<file path="config.mk">
export PLATFORM = sky130hd
export DESIGN_NAME = median_window_filter_flat
export DESIGN_NICKNAME = d
export VERILOG_FILES = /design/src/rtl/mwf_pkg.sv /design/src/rtl/mwf_req_if.sv /design/src/rtl/mwf_rsp_if.sv /design/src/rtl/mwf_front.sv /design/src/rtl/mwf_queue.sv /design/src/rtl/mwf_engine.sv /design/src/rtl/median_window_filter.sv /design/src/flat_wrapper.sv
export SDC_FILE = /design/constraint.sdc
export NUM_CORES = 1
export LEC_CHECK = 0
export ABC_AREA = 0
export BUFFER_PORTS_ARGS = -buffer_cell sky130_fd_sc_hd__buf_2
export CORE_MARGIN = 1
export CORE_UTILIZATION = 40
export CTS_BUF_LIST = sky130_fd_sc_hd__clkbuf_4
export CTS_CLUSTER_SIZE = 40
export DETAILED_ROUTE_END_ITERATION = 10
export PLACE_DENSITY = 0.59
export SYNTH_ARGS = -nofsm -noshare
export SYNTH_HDL_FRONTEND = slang
export SYNTH_SLANG_ARGS = --single-unit
</file>
<file path="constraint.sdc">
create_clock -name clock -period 3.14 [get_ports clock]
set_clock_uncertainty 0.05 [all_clocks]
set_input_delay 0.314 -clock clock [delete_from_list [all_inputs] [get_ports clock]]
set_output_delay 0.314 -clock clock [all_outputs]
set_load 0.02 [all_outputs]
</file>
<file path="src/rtl/mwf_pkg.sv">
`timescale 1ns / 1ps
`default_nettype none
// ---------------------------------------------------------------------------
// Median window filter package
// Sizes, command codes and the command type that passes from the front
// end through the queue to the median engine.
// ---------------------------------------------------------------------------
package mwf_pkg;

   localparam int WINDOW   = 30;
   localparam int SAMPLE_W = 10;
   localparam int IDX_W    = (WINDOW > 1) ? $clog2(WINDOW) : 1;

   // Lower and upper middle ranks; equal for an odd window
   localparam logic [IDX_W-1:0] MID_LO   = IDX_W'((WINDOW - 1) / 2);
   localparam logic [IDX_W-1:0] MID_HI   = IDX_W'(WINDOW / 2);
   localparam logic [IDX_W-1:0] LAST_IDX = IDX_W'(WINDOW - 1);

   typedef enum logic {
      ACT_PUSH   = 1'b0,
      ACT_REPORT = 1'b1
   } action_type;

   typedef struct packed {
      action_type          action;
      logic [SAMPLE_W-1:0] sample;
   } cmd_type;

endpackage : mwf_pkg
`default_nettype wire

</file>
<file path="src/rtl/mwf_req_if.sv">
`timescale 1ns / 1ps
`default_nettype none
// ---------------------------------------------------------------------------
// Request channel
// Valid/ready channel that carries one push or report item.
// ---------------------------------------------------------------------------
interface mwf_req_if;
   import mwf_pkg::*;

   logic                valid;
   logic                ready;
   logic                action;
   logic [SAMPLE_W-1:0] sample;

   modport source (output valid, output action, output sample, input ready);
   modport sink   (input valid, input action, input sample, output ready);

endinterface : mwf_req_if
`default_nettype wire

</file>
<file path="src/rtl/mwf_rsp_if.sv">
`timescale 1ns / 1ps
`default_nettype none
// ---------------------------------------------------------------------------
// Response channel
// Valid/ready channel that carries one median result item.
// ---------------------------------------------------------------------------
interface mwf_rsp_if;
   import mwf_pkg::*;

   logic                valid;
   logic                ready;
   logic [SAMPLE_W-1:0] median_value;

   modport source (output valid, output median_value, input ready);
   modport sink   (input valid, input median_value, output ready);

endinterface : mwf_rsp_if
`default_nettype wire

</file>
<file path="src/rtl/mwf_front.sv">
`timescale 1ns / 1ps
`default_nettype none
// ---------------------------------------------------------------------------
// Median window filter front end
// Takes request items into a holding register and turns them into
// commands for the queue.
// ---------------------------------------------------------------------------
module mwf_front (
   input  wire logic             clock,
   input  wire logic             reset,
   mwf_req_if.sink               req_if,
   output mwf_pkg::cmd_type      cmd_out,
   output logic                  cmd_valid,
   input  wire logic             cmd_ready
);
   import mwf_pkg::*;

   logic    hold_valid_ff, hold_valid_in;
   cmd_type hold_cmd_ff, hold_cmd_in;
   logic    req_accept;

   // Take a new item when the holding register is empty or drains now
   assign req_if.ready = !hold_valid_ff || cmd_ready;
   assign req_accept   = req_if.valid && req_if.ready;

   // Classify the item; a report carries no sample
   always_comb begin
      hold_valid_in = hold_valid_ff;
      hold_cmd_in   = hold_cmd_ff;
      if (req_accept) begin
         hold_valid_in      = 1'b1;
         hold_cmd_in.action = action_type'(req_if.action);
         hold_cmd_in.sample = (action_type'(req_if.action) == ACT_PUSH) ?
                              req_if.sample : '0;
      end else if (cmd_ready) begin
         hold_valid_in = 1'b0;
      end
   end

   always_ff @(posedge clock) begin
      if (reset) begin
         hold_valid_ff <= 1'b0;
      end else begin
         hold_valid_ff <= hold_valid_in;
      end
      hold_cmd_ff <= hold_cmd_in;
   end

   assign cmd_out   = hold_cmd_ff;
   assign cmd_valid = hold_valid_ff;

endmodule : mwf_front
`default_nettype wire

</file>
<file path="src/rtl/mwf_queue.sv">
`timescale 1ns / 1ps
`default_nettype none
// ---------------------------------------------------------------------------
// Median window filter command queue
// Two-entry queue that lets the front end run on while the engine works.
// ---------------------------------------------------------------------------
module mwf_queue (
   input  wire logic             clock,
   input  wire logic             reset,
   input  wire mwf_pkg::cmd_type wr_cmd,
   input  wire logic             wr_valid,
   output logic                  wr_ready,
   output mwf_pkg::cmd_type      rd_cmd,
   output logic                  rd_valid,
   input  wire logic             rd_ready
);
   import mwf_pkg::*;

   cmd_type     slot_ff [2];
   logic        wr_ptr_ff, wr_ptr_in;
   logic        rd_ptr_ff, rd_ptr_in;
   logic [1:0]  count_ff, count_in;
   logic        do_wr, do_rd;

   assign wr_ready = (count_ff != 2'd2);
   assign rd_valid = (count_ff != 2'd0);
   assign rd_cmd   = slot_ff[rd_ptr_ff];
   assign do_wr    = wr_valid && wr_ready;
   assign do_rd    = rd_valid && rd_ready;

   // Advance pointers and count
   always_comb begin
      wr_ptr_in = do_wr ? !wr_ptr_ff : wr_ptr_ff;
      rd_ptr_in = do_rd ? !rd_ptr_ff : rd_ptr_ff;
      count_in  = count_ff + 2'(do_wr) - 2'(do_rd);
   end

   always_ff @(posedge clock) begin
      if (reset) begin
         wr_ptr_ff <= 1'b0;
         rd_ptr_ff <= 1'b0;
         count_ff  <= 2'd0;
      end else begin
         wr_ptr_ff <= wr_ptr_in;
         rd_ptr_ff <= rd_ptr_in;
         count_ff  <= count_in;
      end
   end

   // Store the incoming item
   always_ff @(posedge clock) begin
      if (do_wr) begin
         slot_ff[wr_ptr_ff] <= wr_cmd;
      end
   end

endmodule : mwf_queue
`default_nettype wire

</file>
<file path="src/rtl/mwf_engine.sv">
`timescale 1ns / 1ps
`default_nettype none
// ---------------------------------------------------------------------------
// Median window filter engine
// Holds the sample ring, writes pushes and finds the median by ranking
// every entry against all others, one compare per cycle.
// ---------------------------------------------------------------------------
module mwf_engine (
   input  wire logic             clock,
   input  wire logic             reset,
   input  wire mwf_pkg::cmd_type cmd_in,
   input  wire logic             cmd_valid,
   output logic                  cmd_ready,
   mwf_rsp_if.source             rsp_if
);
   import mwf_pkg::*;

   typedef enum logic [2:0] {
      ST_IDLE,
      ST_LOAD,
      ST_CAND,
      ST_SCAN,
      ST_FINISH,
      ST_OUT
   } state_type;

   // Ring storage; an entry never written reads as zero
   logic [SAMPLE_W-1:0] ring_mem [WINDOW];
   logic [WINDOW-1:0]   ring_valid_ff, ring_valid_in;
   logic [SAMPLE_W-1:0] rd_data_ff;
   logic                rd_hit_ff;
   logic [IDX_W-1:0]    rd_addr;
   logic [SAMPLE_W-1:0] rd_eff;

   state_type           state_ff, state_in;
   logic [IDX_W-1:0]    wr_pos_ff, wr_pos_in;
   logic [IDX_W-1:0]    cand_idx_ff, cand_idx_in;
   logic [IDX_W-1:0]    scan_idx_ff, scan_idx_in;
   logic [IDX_W-1:0]    pend_idx_ff, pend_idx_in;
   logic                pend_ff, pend_in;
   logic [IDX_W-1:0]    rank_ff, rank_in;
   logic [SAMPLE_W-1:0] cand_ff, cand_in;
   logic [SAMPLE_W-1:0] lo_ff, lo_in;
   logic [SAMPLE_W-1:0] hi_ff, hi_in;
   logic                rsp_valid_ff, rsp_valid_in;
   logic [SAMPLE_W-1:0] rsp_data_ff, rsp_data_in;

   logic                mem_we;
   logic                below;
   logic [IDX_W-1:0]    rank_next;
   logic [SAMPLE_W:0]   mid_sum;

   assign rd_eff = rd_hit_ff ? rd_data_ff : '0;

   // Entry counts below the candidate if smaller, or equal at a lower index
   assign below = pend_ff && ((rd_eff < cand_ff) ||
                              ((rd_eff == cand_ff) && (pend_idx_ff < cand_idx_ff)));
   assign rank_next = rank_ff + IDX_W'(below);
   assign mid_sum   = {1'b0, lo_ff} + {1'b0, hi_ff};

   assign cmd_ready = (state_ff == ST_IDLE);
   assign mem_we    = cmd_valid && cmd_ready && (cmd_in.action == ACT_PUSH);
   assign rd_addr   = (state_ff == ST_SCAN) ? scan_idx_ff : cand_idx_ff;

   always_comb begin
      state_in      = state_ff;
      wr_pos_in     = wr_pos_ff;
      ring_valid_in = ring_valid_ff;
      cand_idx_in   = cand_idx_ff;
      scan_idx_in   = scan_idx_ff;
      pend_idx_in   = pend_idx_ff;
      pend_in       = pend_ff;
      rank_in       = rank_ff;
      cand_in       = cand_ff;
      lo_in         = lo_ff;
      hi_in         = hi_ff;
      rsp_valid_in  = rsp_valid_ff;
      rsp_data_in   = rsp_data_ff;

      // Drop the result once taken
      if (rsp_if.ready) begin
         rsp_valid_in = 1'b0;
      end

      unique case (state_ff)
         ST_IDLE: begin
            if (cmd_valid) begin
               if (cmd_in.action == ACT_PUSH) begin
                  ring_valid_in[wr_pos_ff] = 1'b1;
                  wr_pos_in = (wr_pos_ff == LAST_IDX) ? '0 : wr_pos_ff + 1'b1;
               end else begin
                  cand_idx_in = '0;
                  state_in    = ST_LOAD;
               end
            end
         end
         ST_LOAD: begin
            state_in = ST_CAND;
         end
         ST_CAND: begin
            cand_in     = rd_eff;
            scan_idx_in = '0;
            rank_in     = '0;
            pend_in     = 1'b0;
            state_in    = ST_SCAN;
         end
         ST_SCAN: begin
            rank_in     = rank_next;
            pend_in     = 1'b1;
            pend_idx_in = scan_idx_ff;
            if (scan_idx_ff == LAST_IDX) begin
               state_in = ST_FINISH;
            end else begin
               scan_idx_in = scan_idx_ff + 1'b1;
            end
         end
         ST_FINISH: begin
            if (rank_next == MID_LO) begin
               lo_in = cand_ff;
            end
            if (rank_next == MID_HI) begin
               hi_in = cand_ff;
            end
            pend_in = 1'b0;
            if (cand_idx_ff == LAST_IDX) begin
               state_in = ST_OUT;
            end else begin
               cand_idx_in = cand_idx_ff + 1'b1;
               state_in    = ST_LOAD;
            end
         end
         ST_OUT: begin
            // Hold until the output register is free
            if (!rsp_valid_ff || rsp_if.ready) begin
               rsp_valid_in = 1'b1;
               rsp_data_in  = mid_sum[SAMPLE_W:1];
               state_in     = ST_IDLE;
            end
         end
         default: begin
            state_in = ST_IDLE;
         end
      endcase
   end

   always_ff @(posedge clock) begin
      if (reset) begin
         state_ff      <= ST_IDLE;
         wr_pos_ff     <= '0;
         ring_valid_ff <= '0;
         pend_ff       <= 1'b0;
         rsp_valid_ff  <= 1'b0;
      end else begin
         state_ff      <= state_in;
         wr_pos_ff     <= wr_pos_in;
         ring_valid_ff <= ring_valid_in;
         pend_ff       <= pend_in;
         rsp_valid_ff  <= rsp_valid_in;
      end
      cand_idx_ff <= cand_idx_in;
      scan_idx_ff <= scan_idx_in;
      pend_idx_ff <= pend_idx_in;
      rank_ff     <= rank_in;
      cand_ff     <= cand_in;
      lo_ff       <= lo_in;
      hi_ff       <= hi_in;
      rsp_data_ff <= rsp_data_in;
   end

   // Write on push, read one entry a cycle
   always_ff @(posedge clock) begin
      if (mem_we) begin
         ring_mem[wr_pos_ff] <= cmd_in.sample;
      end
      rd_data_ff <= ring_mem[rd_addr];
      rd_hit_ff  <= ring_valid_ff[rd_addr];
   end

   assign rsp_if.valid        = rsp_valid_ff;
   assign rsp_if.median_value = rsp_data_ff;

endmodule : mwf_engine
`default_nettype wire

</file>
<file path="src/rtl/median_window_filter.sv">
`timescale 1ns / 1ps
`default_nettype none
// A push passes through the holding register and the queue into the ring and gives no item.
// A report gives its item once the engine has ranked every entry, with one ring read per
// cycle, and the output register is free.
// Throughput: one push per cycle while the engine is idle; a report keeps the engine busy,
// while a holding register and a two-entry queue take up to three more items.
// Reset is synchronous; per-entry valid bits make the whole ring read as zero at once.
// ---------------------------------------------------------------------------
// Median window filter
// Sliding-window median over the last WINDOW converter samples.
// ---------------------------------------------------------------------------
module median_window_filter (
   input  wire logic clock,
   input  wire logic reset,
   mwf_req_if.sink   req_if,
   mwf_rsp_if.source rsp_if
);
   import mwf_pkg::*;

   cmd_type front_cmd, queue_cmd;
   logic    front_valid, front_ready;
   logic    queue_valid, queue_ready;

   mwf_front u_front (
      .clock     (clock),
      .reset     (reset),
      .req_if    (req_if),
      .cmd_out   (front_cmd),
      .cmd_valid (front_valid),
      .cmd_ready (front_ready)
   );

   mwf_queue u_queue (
      .clock    (clock),
      .reset    (reset),
      .wr_cmd   (front_cmd),
      .wr_valid (front_valid),
      .wr_ready (front_ready),
      .rd_cmd   (queue_cmd),
      .rd_valid (queue_valid),
      .rd_ready (queue_ready)
   );

   mwf_engine u_engine (
      .clock     (clock),
      .reset     (reset),
      .cmd_in    (queue_cmd),
      .cmd_valid (queue_valid),
      .cmd_ready (queue_ready),
      .rsp_if    (rsp_if)
   );

endmodule : median_window_filter
`default_nettype wire

</file>
<file path="src/flat_wrapper.sv">
// flat-port wrapper written by rule: the top's interface ports become plain ports
module median_window_filter_flat import mwf_pkg::*;
  (clock, reset, req_if_valid, req_if_action, req_if_sample, req_if_ready, rsp_if_valid, rsp_if_median_value, rsp_if_ready);
  mwf_req_if req_if_i ();
  mwf_rsp_if rsp_if_i ();
  input  wire logic clock;
  input  wire logic reset;
  input wire logic [$bits(req_if_i.valid)-1:0] req_if_valid;
  input wire logic [$bits(req_if_i.action)-1:0] req_if_action;
  input wire logic [$bits(req_if_i.sample)-1:0] req_if_sample;
  output wire logic [$bits(req_if_i.ready)-1:0] req_if_ready;
  output wire logic [$bits(rsp_if_i.valid)-1:0] rsp_if_valid;
  output wire logic [$bits(rsp_if_i.median_value)-1:0] rsp_if_median_value;
  input wire logic [$bits(rsp_if_i.ready)-1:0] rsp_if_ready;
  assign req_if_i.valid = req_if_valid;
  assign req_if_i.action = req_if_action;
  assign req_if_i.sample = req_if_sample;
  assign req_if_ready = req_if_i.ready;
  assign rsp_if_valid = rsp_if_i.valid;
  assign rsp_if_median_value = rsp_if_i.median_value;
  assign rsp_if_i.ready = rsp_if_ready;
  median_window_filter u_core (.clock(clock), .reset(reset), .req_if(req_if_i), .rsp_if(rsp_if_i));
endmodule
</file>
==> results.sh <==
export IMPL_status="complete, but fails checks"
export IMPL_violations="negative setup slack"
export IMPL_portBuffers=26
export IMPL_ys_ff_latch=450
export IMPL_cp_start_kind="flop"
export IMPL_layout_drive_gt1_share_pct=23.3
export IMPL_crit_fanout=10
export IMPL_rsz0062_at_grt="yes"
export IMPL_holdCritPathClass="in2reg"
export IMPL_num_rows=78
export IMPL_path_class="reg2reg"
export IMPL_grt_max_degree=42
export IMPL_first_iter_violations=787
export IMPL_crit_family="simple AND/OR/NAND/NOR gates"
export IMPL_required_ps=3580
export IMPL_vias_per_cell=5.07
export IMPL_crit_path_max_incr_delay_ps=540
export IMPL_dp_hpwl_mm=25.8
export IMPL_hold_viol=0
export IMPL_wl_per_cell_um=19.2
export IMPL_first_pass_iters=5
export IMPL_grt_util_met2_pct=28.5
export IMPL_track_usage_pct=18.1
export IMPL_tritoncts="built"
export IMPL_overflow=0
export IMPL_finalMaxSlewViolations=0
export IMPL_clk_latency_ps=800
export IMPL_syn2layout_area_growth_pct=17.0
export IMPL_muxShareOfSynthArea_pct=8.38
export IMPL_grt_pass1_vias=11100
export IMPL_busiest_layer="met2"
export IMPL_worst_pin_slew_ps=941
export IMPL_clock_root_buffer="clkbuf_4"
export IMPL_synth_edf_count=393
export IMPL_peakVddDrop_v=0.000431
export IMPL_fin_cells=2194
export IMPL_synthTopCellsByArea="edfxtp_1, mux2i_1, dfxtp_1"
export IMPL_die_w_um=218
export IMPL_num_vias=11100
export IMPL_use_met3_pct=3.93
export IMPL_synthFlopType="edfxtp_1"
export IMPL_async_flop_share_pct=0
export IMPL_drv_cap=0
export IMPL_synth_simple_gate_area_share_pct=9.47
export IMPL_critPathSlowestCell="or4_4"
export IMPL_yosysWarnings=0
export IMPL_synth_top_family_by_area="simple AND/OR/NAND/NOR gates"
export IMPL_core_region_area_sq_um=45600
export IMPL_ant_nets=0
export IMPL_pre_cts_slack_ps=-333
export IMPL_die_height_um=218
export IMPL_holdWs_ps=76.3
export IMPL_htreeDepth=3
export IMPL_gp_congestion=0.885
export IMPL_synth_nets=1351
export IMPL_grt_pass1_wl_mm=64.1
export IMPL_num_nets_final=1550
export IMPL_end_kind="flop"
export IMPL_crit_top_cell="a21o_1"
export IMPL_arrival_ps=3710
export IMPL_setup_viol=20
export IMPL_routed_wl_mm=42.1
export IMPL_clk_pin_slew_ps=70
export IMPL_start_util_pct=40.8
export IMPL_synth_xor_area_share_pct=1.13
export IMPL_syn_cell_area_sq_um=18600
export IMPL_period_minus_slack_ps=3270
export IMPL_cts_sinks=450
export IMPL_maxSlewHeadroom_pct=37.0
export IMPL_syn_area_per_cell_sq_um=14.3
export IMPL_synth_seq_area_share_pct=69.7
export IMPL_synthAdderAreaFrac_pct=2.46
export IMPL_numCtsBuffers=110
export IMPL_drc=0
export IMPL_clock_fmax_ghz=0.306
export IMPL_met1_usage_pct=24.0
export IMPL_synth_top_area_share_pct=63.5
export IMPL_finalCritPeriodShare_pct=104
export IMPL_die_area_sq_um=47300
export IMPL_p_leak_nw=8.11
export IMPL_synth_compound_area_share_pct=6.20
export IMPL_antenna_found_initial=1
export IMPL_worst_slack_ps=-131
export IMPL_pin_count=27
export IMPL_powerDensity_nw_per_um2=833
export IMPL_synth_area_leader_cell="edfxtp_1"
export IMPL_cp_cell_sequence="and2_1 -> ha_1 -> a21o_1 -> a21o_1 -> a211oi_2 -> o21ai_1 -> a21boi_1 -> ha_2 -> nand3_1 -> xor2_1 -> or4_4 -> nor2_4 -> buf_12"
export IMPL_place_inst=1964
export IMPL_synthCells=1300
export IMPL_setup_tns_final_ps=-2530
export IMPL_synth_distinct_cells=66
export IMPL_clk_path_buf_depth=3
export IMPL_critical_path_buf_inv_count=1
-- sequential cells by signal (all words and copies together), names as in the netlist, 2 cells and up, named ones only --
name	cells
u_core.u_queue.count_ff	2
u_core.u_engine.lo_ff	10
u_core.u_engine.ring_valid_ff	30
u_core.u_engine.hi_ff	10
u_core.u_engine.rank_ff	5
u_core.u_engine.cand_idx_ff	5
u_core.u_engine.pend_idx_ff	5
u_core.u_engine.ring_mem	300
u_core.u_queue.slot_ff	22
u_core.u_engine.state_ff	3
u_core.u_engine.rd_data_ff	10
u_core.u_engine.wr_pos_ff	5
u_core.u_engine.cand_ff	10
u_core.u_front.cmd_out	11
u_core.u_engine.scan_idx_ff	5
u_core.u_engine.rsp_if.median_value	10
-- path summary, 6_finish.rpt --
kind | cells after the start | endpoint | startpoint | slack (ps)
max reg2reg | 13 | u_core.u_engine.hi_ff[6]$_DFFE_PP_ | u_core.u_engine.rd_hit_ff$_DFF_P_ | -130
min | 2 | u_core.u_engine.ring_valid_ff[10]$_SDFFE_PP0P_ | reset | 80
max | 13 | u_core.u_engine.hi_ff[6]$_DFFE_PP_ | u_core.u_engine.rd_hit_ff$_DFF_P_ | -130
min reg2reg | 0 | u_core.u_queue.slot_ff[1][5]$_DFFE_PP_ | u_core.u_front.cmd_out[5]$_SDFFCE_PP0P_ | 380
-- logic make-up (layout without fill, tap and decap cells) --
kind of cell | after synthesis | in the layout
xor+xnor | 24 | 24
other cells | 0 | 1
fa+ha+maj | 36 | 36
simple gates | 395 | 395
mux | 148 | 148
buf+inv | 91 | 384
compound gates | 156 | 156
flops | 450 | 450
-- worst reg2reg max path: cells and delay by family, from the launching register on --
kind | cells | cell delay (ps)
XOR/XNOR | 1 | 170
adder cells (fa/ha/maj) | 2 | 530
flip-flops | 1 | 370
AND/OR/NAND/NOR | 4 | 910
AO/OA/AOI/OAI | 5 | 820
buffers and inverters | 1 | 140
-- stage by stage --
stage               instance area (sq um)  power, mW  util, %
floorplan                           18600       11.1        -
global placement                    20000       13.1     43.8
finish                              21700       18.1     47.7
CTS                                 21700       18.3     47.7
global route                        21700       19.0     47.7
detailed placement                  20000       13.2     43.8
-- power by group --
| group | leakage, nW | internal [mW] | switching, mW |
|---|---|---|---|
| logic | 3.19 | 2.19 | 3.57 |
| clock network | 0.897 | 2.72 | 2.27 |
| registers | 4.03 | 7.16 | 0.181 |
-- per-layer routing --
metal	share of wire, %	wire (um)	up-vias
met5	0	0	-
met4	3.3	1370	0
met3	6.6	2790	85
met2	47	19800	342
met1	43	18100	5413
li1	-	-	5281
-- synthesized netlist by cell type, drive strengths merged, types with 3 or more instances --
| master | n |
|---|---|
| a21oi | 50 |
| nand4 | 18 |
| edfxtp | 393 |
| a2bb2oi | 9 |
| nand3 | 22 |
| inv | 31 |
| nand3b | 5 |
| o32ai | 18 |
| o21ai | 9 |
| nand2b | 7 |
| ha | 35 |
| a211oi | 15 |
| a21boi | 3 |
| o21ba | 7 |
| a21o | 8 |
| xnor2 | 14 |
| and3 | 5 |
| nor2b | 15 |
| mux2i | 126 |
| clkbuf | 15 |
| a31oi | 22 |
| and2 | 13 |
| dfxtp | 57 |
| or2 | 5 |
| nand2 | 179 |
| mux2 | 22 |
| nor3 | 3 |
| buf | 44 |
| nor2 | 116 |
| xor2 | 10 |
-- cells in the final DEF, fill, tap and decap left out, types with 21 or more instances in the layout --
cell type      Yosys  routed
mux2i_1          121     121
buf_2             17      26
dlygate4sd3_1      0      23
buf_4             18      86
nor2_1           116     114
nand3_1           21      21
ha_1              35      34
clkinv_1           1      26
a21oi_1           49      49
a31oi_1           22      22
inv_1             30      30
clkbuf_4           0     171
nand2_1          177     177
edfxtp_1         393     393
dfxtp_1           57      56
-- timing repair --
action | CTS | global route
pin swaps | 2 | 3
hold buffers | 23 | 0
gates resized for setup | 9 | 1
setup buffers | 0 | 0
hold endpoints to repair | 14 | 0
endpoints found under the setup margin | 20 | 20
-- final cells by class --
cell class / count / area [sq um]
Clock buffer: 171 / 1280
Clock inverter: 35 / 220
Antenna cell: 1 / 2.50
Sequential cell: 450 / 12900
Multi-Input combinational cell: 759 / 5180
Timing Repair Buffer: 146 / 1230
Fill cell: 4007 / 23800
Tap cell: 600 / 751
Inverter: 32 / 120
Power figures use the tool's default switching activity.
